**src/rtl/fla_pkg.sv**
```systemverilog
// Shared constants and types of the queued lock arbiter.
package fla_pkg;

	localparam int QUEUE_DEPTH = 16;
	localparam int QIDX_W = $clog2(QUEUE_DEPTH);
	localparam int QCNT_W = $clog2(QUEUE_DEPTH + 1);
	localparam int HCNT_W = $clog2(QUEUE_DEPTH + 3);
	localparam int LIM_W = (HCNT_W > 5) ? HCNT_W : 5;

	localparam int CLIENT_W = 32;
	localparam int RID_W = 32;
	localparam int DUR_W = 16;
	localparam int OP_W = 3;
	localparam int ST_W = 3;
	localparam int MAXL_W = 5;

	localparam int IN_TDATA_W = 56;
	localparam int OUT_TDATA_W = 56;
	localparam int PADDR_W = 3;
	localparam int PDATA_W = 32;

	localparam logic [PADDR_W-1:0] REG_MAX_LOCKS_ADDR = 3'd0;
	localparam logic [MAXL_W-1:0] MAX_LOCKS_RESET = 5'd4;

	typedef enum logic [OP_W-1:0] {
		OP_REQUEST    = 3'd0,
		OP_GRANT      = 3'd1,
		OP_REMOVE     = 3'd2,
		OP_REMOVE_ALL = 3'd3,
		OP_UNLOCK     = 3'd4,
		OP_CHECK      = 3'd5
	} op_t;

	typedef enum logic [ST_W-1:0] {
		ST_OK           = 3'd0,
		ST_PENDING      = 3'd1,
		ST_CARD_REMOVED = 3'd2,
		ST_LIMIT        = 3'd3,
		ST_QUEUE_FULL   = 3'd4,
		ST_NOT_FOUND    = 3'd5,
		ST_NOT_OWNER    = 3'd6,
		ST_ACTIVE_LOCK  = 3'd7
	} status_t;

	typedef enum logic [1:0] {
		Q_HOLD,
		Q_CMP,
		Q_APPEND,
		Q_DROP
	} qcmd_t;

	typedef struct packed {
		logic [CLIENT_W-1:0] client;
		logic [RID_W-1:0]    rid;
		logic [DUR_W-1:0]    dur;
	} entry_t;

	typedef struct packed {
		logic [QCNT_W-1:0] count;
		logic              any_hit;
		logic [HCNT_W-1:0] hit_cnt;
		logic              head_hit;
		logic [RID_W-1:0]  head_rid;
		logic [DUR_W-1:0]  head_dur;
	} qstat_t;

endpackage

```
**src/rtl/fla_cell.sv**
```systemverilog
// One queue slot: holds an entry, compares its client, shifts toward the head.
module fla_cell import fla_pkg::*; (
	input  logic                clk,
	input  logic                arst_n,
	input  qcmd_t               cmd,
	input  logic                occ,
	input  logic                load_en,
	input  logic [CLIENT_W-1:0] key,
	input  entry_t              load,
	input  entry_t              nxt,
	input  logic                prefix_in,
	output entry_t              ent,
	output logic                hit,
	output logic                prefix_out
);

	entry_t ent_q;
	logic   hit_q;

	// prefix_in: an earlier slot matched, so this slot is past the removed entry
	assign prefix_out = prefix_in | hit_q;
	assign ent = ent_q;
	assign hit = hit_q;

	always_ff @(posedge clk or negedge arst_n) begin
		if (!arst_n) begin
			hit_q <= 1'b0;
		end else if (cmd == Q_CMP) begin
			hit_q <= occ && (ent_q.client == key);
		end
	end

	always_ff @(posedge clk) begin
		if (cmd == Q_APPEND && load_en) begin
			ent_q <= load;
		end else if (cmd == Q_DROP && prefix_out) begin
			ent_q <= nxt;
		end
	end

endmodule

```
**src/rtl/fla_queue.sv**
```systemverilog
// Row of queue slots with the fill count, match count and head view.
module fla_queue import fla_pkg::*; (
	input  logic                clk,
	input  logic                arst_n,
	input  qcmd_t               cmd,
	input  logic [CLIENT_W-1:0] key,
	input  entry_t              load,
	output qstat_t              stat
);

	logic [QCNT_W-1:0]      count_q;
	entry_t                 ents   [QUEUE_DEPTH];
	logic [QUEUE_DEPTH-1:0] hits;
	logic [QUEUE_DEPTH:0]   prefix;

	assign prefix[0] = 1'b0;

	for (genvar j = 0; j < QUEUE_DEPTH; j++) begin : g_cell
		localparam logic [QCNT_W-1:0] IDX = QCNT_W'(j);
		entry_t nxt;
		if (j == QUEUE_DEPTH - 1) begin : g_last
			assign nxt = ents[j];
		end else begin : g_mid
			assign nxt = ents[j+1];
		end
		fla_cell u_cell (
			.clk        (clk),
			.arst_n     (arst_n),
			.cmd        (cmd),
			.occ        (IDX < count_q),
			.load_en    (IDX == count_q),
			.key        (key),
			.load       (load),
			.nxt        (nxt),
			.prefix_in  (prefix[j]),
			.ent        (ents[j]),
			.hit        (hits[j]),
			.prefix_out (prefix[j+1])
		);
	end

	always_comb begin
		logic [HCNT_W-1:0] acc;
		acc = '0;
		for (int k = 0; k < QUEUE_DEPTH; k++) begin
			acc = acc + HCNT_W'(hits[k]);
		end
		stat.hit_cnt = acc;
	end

	assign stat.count    = count_q;
	assign stat.any_hit  = prefix[QUEUE_DEPTH];
	assign stat.head_hit = hits[0];
	assign stat.head_rid = ents[0].rid;
	assign stat.head_dur = ents[0].dur;

	always_ff @(posedge clk or negedge arst_n) begin
		if (!arst_n) begin
			count_q <= '0;
		end else if (cmd == Q_APPEND) begin
			count_q <= count_q + 1'b1;
		end else if (cmd == Q_DROP && prefix[QUEUE_DEPTH]) begin
			count_q <= count_q - 1'b1;
		end
	end

endmodule

```
**src/rtl/fifo_lock_arbiter_top.sv**
```systemverilog
// Queued lock arbiter top level: stream ports, register port, sequencer.
//
// Queued mutex for one shared resource. Each request on the input stream
// gives exactly one result. An item passes accept, compare across all queue
// slots, execute and the output register in that order; a remove-all goes
// back from execute to compare while an entry of that client stays queued,
// since the slot row drops one matching entry per compare/shift pass. One
// item is in work at a time; a new one is taken as soon as the result sits
// in the output register. A result that waits on m_tready holds the item
// after it in the output stage. The user must write max_locks over the APB
// port at address 0 only while the block is idle; the block does not check.
module fifo_lock_arbiter_top import fla_pkg::*; (
	input  logic                   clk,
	input  logic                   arst_n,
	// opcode[2:0], client_id[34:3], lock_duration[50:35], card_present[51]
	input  logic [IN_TDATA_W-1:0]  s_tdata,
	input  logic                   s_tvalid,
	output logic                   s_tready,
	// status[2:0], request_id[34:3], granted_duration[50:35],
	// has_requests[51], idle[52]
	output logic [OUT_TDATA_W-1:0] m_tdata,
	output logic                   m_tvalid,
	input  logic                   m_tready,
	input  logic                   psel,
	input  logic                   penable,
	input  logic                   pwrite,
	input  logic [PADDR_W-1:0]     paddr,
	input  logic [PDATA_W-1:0]     pwdata,
	output logic [PDATA_W-1:0]     prdata,
	output logic                   pready
);

	typedef enum logic [1:0] {
		S_IDLE,
		S_CMP,
		S_EXEC,
		S_OUT
	} state_t;

	state_t              state_q;
	logic [MAXL_W-1:0]   max_locks_q;
	logic [OP_W-1:0]     op_q;
	logic [CLIENT_W-1:0] client_q;
	logic [DUR_W-1:0]    dur_q;
	logic                card_q;
	status_t             status_q;
	logic [RID_W-1:0]    rid_q;
	logic [DUR_W-1:0]    gdur_q;
	logic                upd_idle_q;
	logic                owner_valid_q;
	logic [CLIENT_W-1:0] owner_client_q;
	logic [RID_W-1:0]    next_id_q;
	logic                idle_q;
	logic                m_tvalid_q;
	logic [OUT_TDATA_W-1:0] m_tdata_q;

	qcmd_t             qcmd;
	qstat_t            qstat;
	entry_t            qload;
	logic              is_owner;
	logic              idle_nx;
	logic [LIM_W-1:0]  held;
	logic [RID_W-1:0]  id_inc;
	logic              full;

	assign pready   = 1'b1;
	assign prdata   = (paddr == REG_MAX_LOCKS_ADDR) ?
		PDATA_W'(max_locks_q) : '0;
	assign s_tready = (state_q == S_IDLE);
	assign m_tvalid = m_tvalid_q;
	assign m_tdata  = m_tdata_q;

	assign is_owner = owner_valid_q && (owner_client_q == client_q);
	assign held     = LIM_W'(qstat.hit_cnt) + LIM_W'(is_owner) + LIM_W'(1);
	assign full     = (qstat.count == QCNT_W'(QUEUE_DEPTH));
	assign id_inc   = next_id_q + 1'b1;
	assign idle_nx  = idle_q |
		(upd_idle_q && qstat.count == '0 && !owner_valid_q);

	assign qload.client = client_q;
	assign qload.rid    = next_id_q;
	assign qload.dur    = dur_q;

	fla_queue u_queue (
		.clk    (clk),
		.arst_n (arst_n),
		.cmd    (qcmd),
		.key    (client_q),
		.load   (qload),
		.stat   (qstat)
	);

	always_comb begin
		qcmd = Q_HOLD;
		case (state_q)
			S_CMP: qcmd = Q_CMP;
			S_EXEC: begin
				case (op_q)
					OP_REQUEST: begin
						if (card_q && held < LIM_W'(max_locks_q) && !full) begin
							qcmd = Q_APPEND;
						end
					end
					OP_GRANT: begin
						if (card_q && qstat.count != '0 && qstat.head_hit
								&& !owner_valid_q) begin
							qcmd = Q_DROP;
						end
					end
					OP_REMOVE: begin
						if (!is_owner && qstat.any_hit) begin
							qcmd = Q_DROP;
						end
					end
					OP_REMOVE_ALL: begin
						if (qstat.any_hit) begin
							qcmd = Q_DROP;
						end
					end
					default: qcmd = Q_HOLD;
				endcase
			end
			default: qcmd = Q_HOLD;
		endcase
	end

	always_ff @(posedge clk or negedge arst_n) begin
		if (!arst_n) begin
			max_locks_q <= MAX_LOCKS_RESET;
		end else if (psel && penable && pwrite && pready
				&& paddr == REG_MAX_LOCKS_ADDR) begin
			max_locks_q <= pwdata[MAXL_W-1:0];
		end
	end

	always_ff @(posedge clk or negedge arst_n) begin
		if (!arst_n) begin
			state_q        <= S_IDLE;
			op_q           <= '0;
			client_q       <= '0;
			dur_q          <= '0;
			card_q         <= 1'b0;
			status_q       <= ST_OK;
			rid_q          <= '0;
			gdur_q         <= '0;
			upd_idle_q     <= 1'b0;
			owner_valid_q  <= 1'b0;
			owner_client_q <= '0;
			next_id_q      <= RID_W'(1);
			idle_q         <= 1'b1;
			m_tvalid_q     <= 1'b0;
			m_tdata_q      <= '0;
		end else begin
			if (m_tvalid_q && m_tready && state_q != S_OUT) begin
				m_tvalid_q <= 1'b0;
			end
			case (state_q)
				S_IDLE: begin
					if (s_tvalid) begin
						op_q       <= s_tdata[2:0];
						client_q   <= s_tdata[34:3];
						dur_q      <= s_tdata[50:35];
						card_q     <= s_tdata[51];
						status_q   <= ST_OK;
						rid_q      <= '0;
						gdur_q     <= '0;
						upd_idle_q <= 1'b0;
						state_q    <= S_CMP;
					end
				end
				S_CMP: state_q <= S_EXEC;
				S_EXEC: begin
					state_q <= (op_q == OP_REMOVE_ALL && qstat.any_hit) ? S_CMP : S_OUT;
					case (op_q)
						OP_REQUEST: begin
							if (!card_q) begin
								status_q <= ST_CARD_REMOVED;
							end else if (held >= LIM_W'(max_locks_q)) begin
								status_q <= ST_LIMIT;
							end else if (full) begin
								status_q <= ST_QUEUE_FULL;
							end else begin
								rid_q     <= next_id_q;
								next_id_q <= (id_inc == '0) ? RID_W'(1) : id_inc;
								idle_q    <= 1'b0;
							end
						end
						OP_GRANT: begin
							if (!card_q) begin
								status_q <= ST_CARD_REMOVED;
							end else if (qstat.count == '0) begin
								status_q <= ST_NOT_FOUND;
							end else if (qstat.head_hit && !owner_valid_q) begin
								rid_q          <= qstat.head_rid;
								gdur_q         <= qstat.head_dur;
								owner_valid_q  <= 1'b1;
								owner_client_q <= client_q;
							end else begin
								status_q <= ST_PENDING;
							end
						end
						OP_REMOVE: begin
							if (is_owner) begin
								status_q <= ST_ACTIVE_LOCK;
							end else begin
								upd_idle_q <= 1'b1;
								if (!qstat.any_hit) begin
									status_q <= ST_NOT_FOUND;
								end
							end
						end
						OP_REMOVE_ALL: begin
							if (is_owner) begin
								owner_valid_q  <= 1'b0;
								owner_client_q <= '0;
							end
							// one matching entry leaves per pass; compare again
							if (!qstat.any_hit) begin
								upd_idle_q <= 1'b1;
							end
						end
						OP_UNLOCK: begin
							if (is_owner) begin
								owner_valid_q  <= 1'b0;
								owner_client_q <= '0;
								upd_idle_q     <= 1'b1;
							end else begin
								status_q <= ST_NOT_OWNER;
							end
						end
						OP_CHECK: begin
							if (!is_owner) begin
								status_q <= ST_NOT_OWNER;
							end
						end
						default: status_q <= ST_OK;
					endcase
				end
				S_OUT: begin
					if (!m_tvalid_q || m_tready) begin
						idle_q     <= idle_nx;
						m_tvalid_q <= 1'b1;
						m_tdata_q  <= {3'b000, idle_nx,
							(owner_valid_q || qstat.count != '0),
							gdur_q, rid_q, status_q};
						state_q    <= S_IDLE;
					end
				end
				default: state_q <= S_IDLE;
			endcase
		end
	end

endmodule

```
**config.mk**
```make
export PLATFORM = sky130hd
export DESIGN_NAME = fifo_lock_arbiter_top
export DESIGN_NICKNAME = d
export VERILOG_FILES = /design/src/rtl/fla_pkg.sv /design/src/rtl/fla_cell.sv /design/src/rtl/fla_queue.sv /design/src/rtl/fifo_lock_arbiter_top.sv
export SDC_FILE = /design/constraint.sdc
export NUM_CORES = 2
export LEC_CHECK = 0
export BUFFER_PORTS_ARGS = -buffer_cell sky130_fd_sc_hd__buf_2
export CORE_MARGIN = 8
export CORE_UTILIZATION = 50
export DETAILED_ROUTE_END_ITERATION = 10
export GPL_TIMING_DRIVEN = 1
export PLACE_DENSITY = 0.71
export SETUP_SLACK_MARGIN = 0.05
export SYNTH_ARGS = -nofsm -noshare
export SYNTH_HDL_FRONTEND = slang
export SYNTH_SLANG_ARGS = --single-unit
export TNS_END_PERCENT = 30
```
**constraint.sdc**
```tcl
create_clock -name clk -period 11.2 [get_ports clk]
set_clock_uncertainty 0.1 [all_clocks]
set_input_delay 0.56 -clock clk [delete_from_list [all_inputs] [get_ports clk]]
set_output_delay 0.56 -clock clk [all_outputs]
set_load 0.005 [all_outputs]
```
# [After elaboration in Yosys (flattened, before gate mapping)]
# Index checks and enable logic that the tools add are counted.
[word_totals] word_cells=414 regBits=1532 output_inout_bits=91
[classes] n_reduce_logical=107 bitwise_logic=18 order_cmp=18 add_sub_neg=20 n_mux=96 eq_ne=74
[op_table] op="80-bit 2-to-1 mux" n=30
[op_table] op="32-bit == test" n=17
[op_table] op="32-bit 2-to-1 mux" n=12
[op_table] op="32-bit one-hot mux with 2 select lines" n=3
[op_table] op="16-bit 2-to-1 mux" n=5
[op_table] op="5-bit by 1-bit adder with 5-bit output" n=15
[op_table] op="1-bit logical AND" n=64
[op_table] op="4-bit by 5-bit == test with 1-bit output, first input constant" n=8
[op_table] op="4-bit by 5-bit < comparator with 1-bit output, first input constant" n=8
[op_table] op="2-bit nonzero test" n=19
[op_table] op="32-bit by 1-bit adder with 32-bit output, second input constant" n=1
[op_table] op="32-bit logical NOT" n=1
[op_table] op="16-bit one-hot mux with 2 select lines" n=1
[op_table] op="3-bit 2-to-1 mux" n=10
[op_table] op="3-bit != test, second input constant" n=10
[op_table] op="2-bit != test, second input constant" n=12
[op_table] op="6-bit AND reduction" n=4
[op_table] op="3-bit by 5-bit == test with 1-bit output, first input constant" n=4
[op_table] op="3-bit by 5-bit < comparator with 1-bit output, first input constant" n=4
[op_table] op="1-bit 2-to-1 mux" n=16
[op_table] op="1-bit OR" n=16
[op_table] op="2-bit one-hot mux with 4 select lines" n=2
[op_table] op="5-bit 2-to-1 mux" n=3
[op_table] op="3-bit one-hot mux with 5 select lines" n=1
[op_table] op="other kinds (38)" n=67

# [Depth between registers and ports, before layout]
[depth] ltp_word=27 depth_mapped=25 mapped_depth_nobuf=22

# [Modules after synthesis]
# A second synthesis with hierarchy kept.
[hier_totals] hier_cells=4595 hier_area_um2=72854.9
[modules_own_cells] mod="fla_cell" instances=16 cells_each=219 area_each_um2=3806.2
[modules_own_cells] mod="fifo_lock_arbiter_top" instances=1 cells_each=967 area_each_um2=10933.0
[modules_own_cells] mod="fla_queue" instances=1 cells_each=124 area_each_um2=1023.5

# [Least setup slack after synthesis]
# Ideal clock, no wire load.
[synth_path] path_type="register to register" from="register u_queue.g_cell[7].u_cell.hit_q" to="register u_queue.g_cell[1].u_cell.ent_q, in the netlist u_queue.g_cell[1].u_cell.ent[0], enable pin" setup_time_ps=629 slack_ps=21 n_path_buf=2 arrival_ps=10450 required_time_ps=10471 synth_period_minus_slack_ps=11179 path_stages_with_launch=18 cell_sequence="dfrtp_1 > fa_1 > inv_1 > fa_1 > fa_1 > fa_1 > fa_1 > fa_1 > xnor2_1 > ha_1 > a21o_1 > a21oi_1 > nand4_1 > a31oi_1 > nand2_1 > clkbuf_1 > clkbuf_1 > o21ai_0"
[synth_via] elab_chain_cells=20
[synth_rtl] element="start, declared" line_no="fla_cell.sv:18" text="logic hit_q;"
[synth_rtl] element="start signal, assigned" line_no="fla_cell.sv:29" text="hit_q <= occ && (ent_q.client == key);"
[synth_rtl] element="5-bit by 1-bit adder with 5-bit output (9 in a row)" line_no="fla_queue.sv:46" text="acc = acc + HCNT_W'(hits[k]);"
[synth_rtl] element="5-bit by 1-bit adder with 5-bit output (2 in a row)" line_no="fifo_lock_arbiter_top.sv:74" text="assign held = LIM_W'(qstat.hit_cnt) + LIM_W'(is_owner) + LIM_W'(1);"
[synth_rtl] element="5-bit < comparator" line_no="fifo_lock_arbiter_top.sv:100" text="if (card_q && held < LIM_W'(max_locks_q) && !full) begin"
[synth_rtl] element="1-bit logical AND (2 in a row)" line_no="fifo_lock_arbiter_top.sv:100"
[synth_rtl] element="2-bit 2-to-1 mux" line_no="fifo_lock_arbiter_top.sv:100"
[synth_rtl] element="2-bit one-hot mux with 4 select lines (*)" line_no="fifo_lock_arbiter_top.sv:98" text="case (op_q)"
[synth_rtl] element="2-bit one-hot mux with 2 select lines (*)" line_no="fifo_lock_arbiter_top.sv:95" text="case (state_q)"
[synth_rtl] element="2-bit == test (on tied branches)" line_no="fla_cell.sv:34, fla_cell.sv:36"
[synth_rtl] element="1-bit logical AND (on tied branches)" line_no="fla_cell.sv:34, fla_cell.sv:36"
[synth_rtl] element="2-bit nonzero test (no source line) (*)"
[synth_rtl] element="end signal, assigned" line_no="fla_cell.sv:35" text="ent_q <= load;"
[synth_rtl] element="end signal, assigned" line_no="fla_cell.sv:37" text="ent_q <= nxt;"
[synth_rtl] element="end, declared" line_no="fla_cell.sv:17" text="entry_t ent_q;"
# Every way passes the cells marked *; elsewhere a longest branch is shown, timed or not.
# A chain may end at the register's enable or synchronous reset.

# [Worst setup path after layout]
[layout_path] from="register u_queue.g_cell[0].u_cell.hit_q" to="register u_queue.g_cell[2].u_cell.ent_q, in the netlist u_queue.g_cell[2].u_cell.ent[42], enable pin"
[layout_via] elab_chain_cells=26
[layout_rtl] element="start, declared" line_no="fla_cell.sv:18"
[layout_rtl] element="start signal, assigned" line_no="fla_cell.sv:29"
[layout_rtl] element="1-bit by 1-bit adder with 2-bit output" line_no="fla_queue.sv:46"
[layout_rtl] element="5-bit by 1-bit adder with 5-bit output (14 in a row)" line_no="fla_queue.sv:46"
[layout_rtl] element="5-bit by 1-bit adder with 5-bit output (2 in a row)" line_no="fifo_lock_arbiter_top.sv:74"
[layout_rtl] element="5-bit < comparator" line_no="fifo_lock_arbiter_top.sv:100"
[layout_rtl] element="1-bit logical AND (2 in a row)" line_no="fifo_lock_arbiter_top.sv:100"
[layout_rtl] element="2-bit 2-to-1 mux" line_no="fifo_lock_arbiter_top.sv:100"
[layout_rtl] element="2-bit one-hot mux with 4 select lines" line_no="fifo_lock_arbiter_top.sv:98"
[layout_rtl] element="2-bit one-hot mux with 2 select lines" line_no="fifo_lock_arbiter_top.sv:95"
[layout_rtl] element="2-bit == test (on tied branches)" line_no="fla_cell.sv:34, fla_cell.sv:36"
[layout_rtl] element="1-bit logical AND (on tied branches)" line_no="fla_cell.sv:34, fla_cell.sv:36"
[layout_rtl] element="2-bit nonzero test (no source line) (*)"
[layout_rtl] element="end signal, assigned" line_no="fla_cell.sv:35"
[layout_rtl] element="end signal, assigned" line_no="fla_cell.sv:37"
[layout_rtl] element="end, declared" line_no="fla_cell.sv:17"
# Marked as above.

==> results.cfg <==
[worst_setup_path]
slowest_delay_ns = 0.85
cp_common_cell = fa_1
cp-start-kind = register
required_ns = 11.51
endpoint_kind = register
cp_max_fo = 48
cp_num_buf_inv = 4
critPathKind = reg -> reg
crit_chain = inv_1 > ha_1 > inv_1 > ha_1 > fa_1 > fa_1 > fa_1 > fa_1 > fa_1 > xnor2_1 > ha_1 > a21o_1 > a21oi_1 > nand4_1 > a31oi_1 > nand2_1 > buf_4 > o21ai_4 > buf_4
cpMaxStageDelayCell = o21ai_4
critPathTopFamily = adder cells
crit_arrival_ns = 8.16

[power]
switching_share_pct = 30.8
power_leakage_nw = 28.4
p_comb_share_pct = 20.4
powerDensity_nw_per_um2 = 191
power.internal_mw = 10.6
p_clk_share_pct = 35.5
switchingPower_mw = 4.72
power_frac_seq_pct = 44.2
vdd_drop_max_v = 0.000150
p_total_mw = 15.3

[routing]
via_per_inst = 5.82
drt_iter0_drc = 2907
first_pass_iters = 5
ant_nets = 0
vias = 39366
routedWlPerCell_um = 26.2
wl_um = 178000
drc = 0

[placed_design]
port_buffers = 126
placedInstanceArea_um2 = 74400
hpwl_um = 110000
gp_congestion = 0.873
pre_cts_slack_ns = 3.34

[logic_synthesis]
yosys.area.top_type_share_pct = 53.3
yosysWarnings = 0
synth_top_cell_by_area = edfxtp_1
synth_most_common_cell = edfxtp_1
synth_commonest_cells = edfxtp_1, mux2_2, xnor2_1
synth.distinct_cells = 76
async_reset_ff_share_pct = 16.4
synth_seq_cells = 1532
synth_area_leaders = edfxtp_1, mux2_2, dfrtp_1
synthesis.area_um2 = 72100
syn_inst = 4687
synth_edf_count = 1280
synth_flop_cell = edfxtp_1
yosysSeqAreaShare_pct = 62.0
syn-mean-instance-area_um2 = 15.4

[cells_and_area]
finalInstanceArea_um2 = 80400
syn_to_final_growth_pct = 11.4
fin_nets = 4857
drive_gt1_share_pct = 35.9

[sta]
setup_violations = 0
setup_slack_ns = 3.35
period_needed_ns = 7.85
hold_violations = 0
slew_viol_final = 0
fmax_mhz = 127
grt_setup_unrepaired = no
worst_slew_pin_slew_ns = 1.27
fin_crit_sh_pct = 70.1
relSlewSlack_pct = 15.1
setup_tns_ns = 0

[floorplan]
start_util_pct = 50.3
chipWidth_um = 396
die_area_um2 = 157000
die_y_um = 396
core_um2 = 143000
ios = 189
std_cell_rows = 139

[grt]
grt_max_degree = 152
first_global_vias = 40559
grt_pass1_wl_um = 266000
grt-ovfl-total = 0
antenna_found_initial = 2
track_usage_pct = 22.3

[clock_tree]
clockBufferDepth = 3
cts.sinks = 1532
cts_tree = done
ctsResizeCount = 0
htreeDepth = 4
root_buffer = clkbuf_16
cts_made_buffers = 161
clk_latency_ns = 0.80
clk_pin_slew_worst_paths_ns = 0.06

[run]
maxCapViolCount = 0

[min_path]
hp-class = in -> reg

[run_status]
status = finished clean
## area by class of cell
type / count / area [um2]
Clock inverter: 65 / 777
Clock buffer: 237 / 4650
Inverter: 43 / 161
Multi-Input combinational cell: 2712 / 25700
Fill cell: 11169 / 63100
Tap cell: 1903 / 2380
Antenna cell: 1 / 2.50
Timing Repair Buffer: 276 / 1940
Sequential cell: 1532 / 44800
## layer usage
metal  vias to the layer above  wire (um)  global-route usage [%]
met5                         -          0                       0
met4                         0       6170                    7.76
met3                       289       9850                    3.81
met2                      1199      88300                    38.1
met1                     20413      73300                    28.8
li1                      17465          -                       -
## power by group through the flow
stage	sequential, mW	clock (mW)	combinational, mW
3_5_place_dp	6.89	0	3.10
4_1_cts	6.77	5.52	3.13
3_3_place_gp	6.87	0	3.07
6_report	6.77	5.44	3.12
5_1_grt	6.81	5.74	3.35
2_1_floorplan	6.60	0	2.19
## placed cells by master, fill, tap and decap left out, types with 22 or more instances in the layout
cell type and instances:
edfxtp_1 1280, mux2_2 1140, xnor2_1 420, dfrtp_1 239, clkbuf_16 168, xor2_1 166, nand4_1 134, nand2_1 126
buf_2 125, buf_4 93, mux2_1 80, mux2_4 79, nor4_1 63, dlygate4sd3_1 54, clkbuf_1 50, mux2i_1 47
inv_1 42, o21ai_0 42, nor2_1 36, o31ai_1 35, a22o_1 32, conb_1 31, nand3_1 30, nor3_1 28
a21oi_1 24, clkinv_2 23, ha_1 22
## cells by family after synthesis
family | Yosys count | share of synthesized area (%)
AO/OA/AOI/OAI | 200 | 1.94
flip-flops | 1532 | 62.0
buffers and inverters | 472 | 2.97
XOR/XNOR | 586 | 7.11
adder cells (fa/ha/maj) | 33 | 0.687
multiplexers | 1346 | 21.3
AND/OR/NAND/NOR | 516 | 3.91
other | 2 | 0.0104
## worst paths after layout
kind | start | cells past startpoint | slack (ns) | end
setup / recovery | u_queue.g_cell[0].u_cell.hit | 19 | 3.35 | u_queue.g_cell[2].u_cell.ent[42]
hold / removal | s_tdata[29] | 2 | 0.05 | client_q[26]
setup reg to reg | u_queue.g_cell[0].u_cell.hit | 19 | 3.35 | u_queue.g_cell[2].u_cell.ent[42]
hold reg to reg | gdur_q[1] | 2 | 0.37 | gdur_q[1]
max in group asynchronous | arst_n | 3 | 9.13 | m_tdata[47]
min in group asynchronous | arst_n | 2 | 0.36 | rid_q[30]
## flip-flops by register name, indices dropped and copies added, names as in the netlist, 5 cells and up
register / cells
max_locks_q: 5
dur_q: 16
next_id_q: 32
u_queue.count_q: 5
client_q: 32
rid_q: 32
u_queue.g_cell.u_cell.hit: 16
owner_client_q: 32
m_tdata: 53
gdur_q: 16
u_queue.g_cell.u_cell.ent: 1280
## per-stage QoR
step	utilization, %	std cells	hold WS, ns
floorplan	-	4716	0.164
global placement	51.8	6411	0.361
detailed placement	51.8	6412	0.367
CTS	56.0	6768	0.000119
global route	56.0	6768	0.00583
finish	56.0	6769	0.0483
## timing repair
item / CTS / global route
hold endpoints to repair: 154 / 0
buffers inserted: 0 / 0
hold buffers: 54 / 0
No activity file was read; power rests on OpenSTA's default activity.
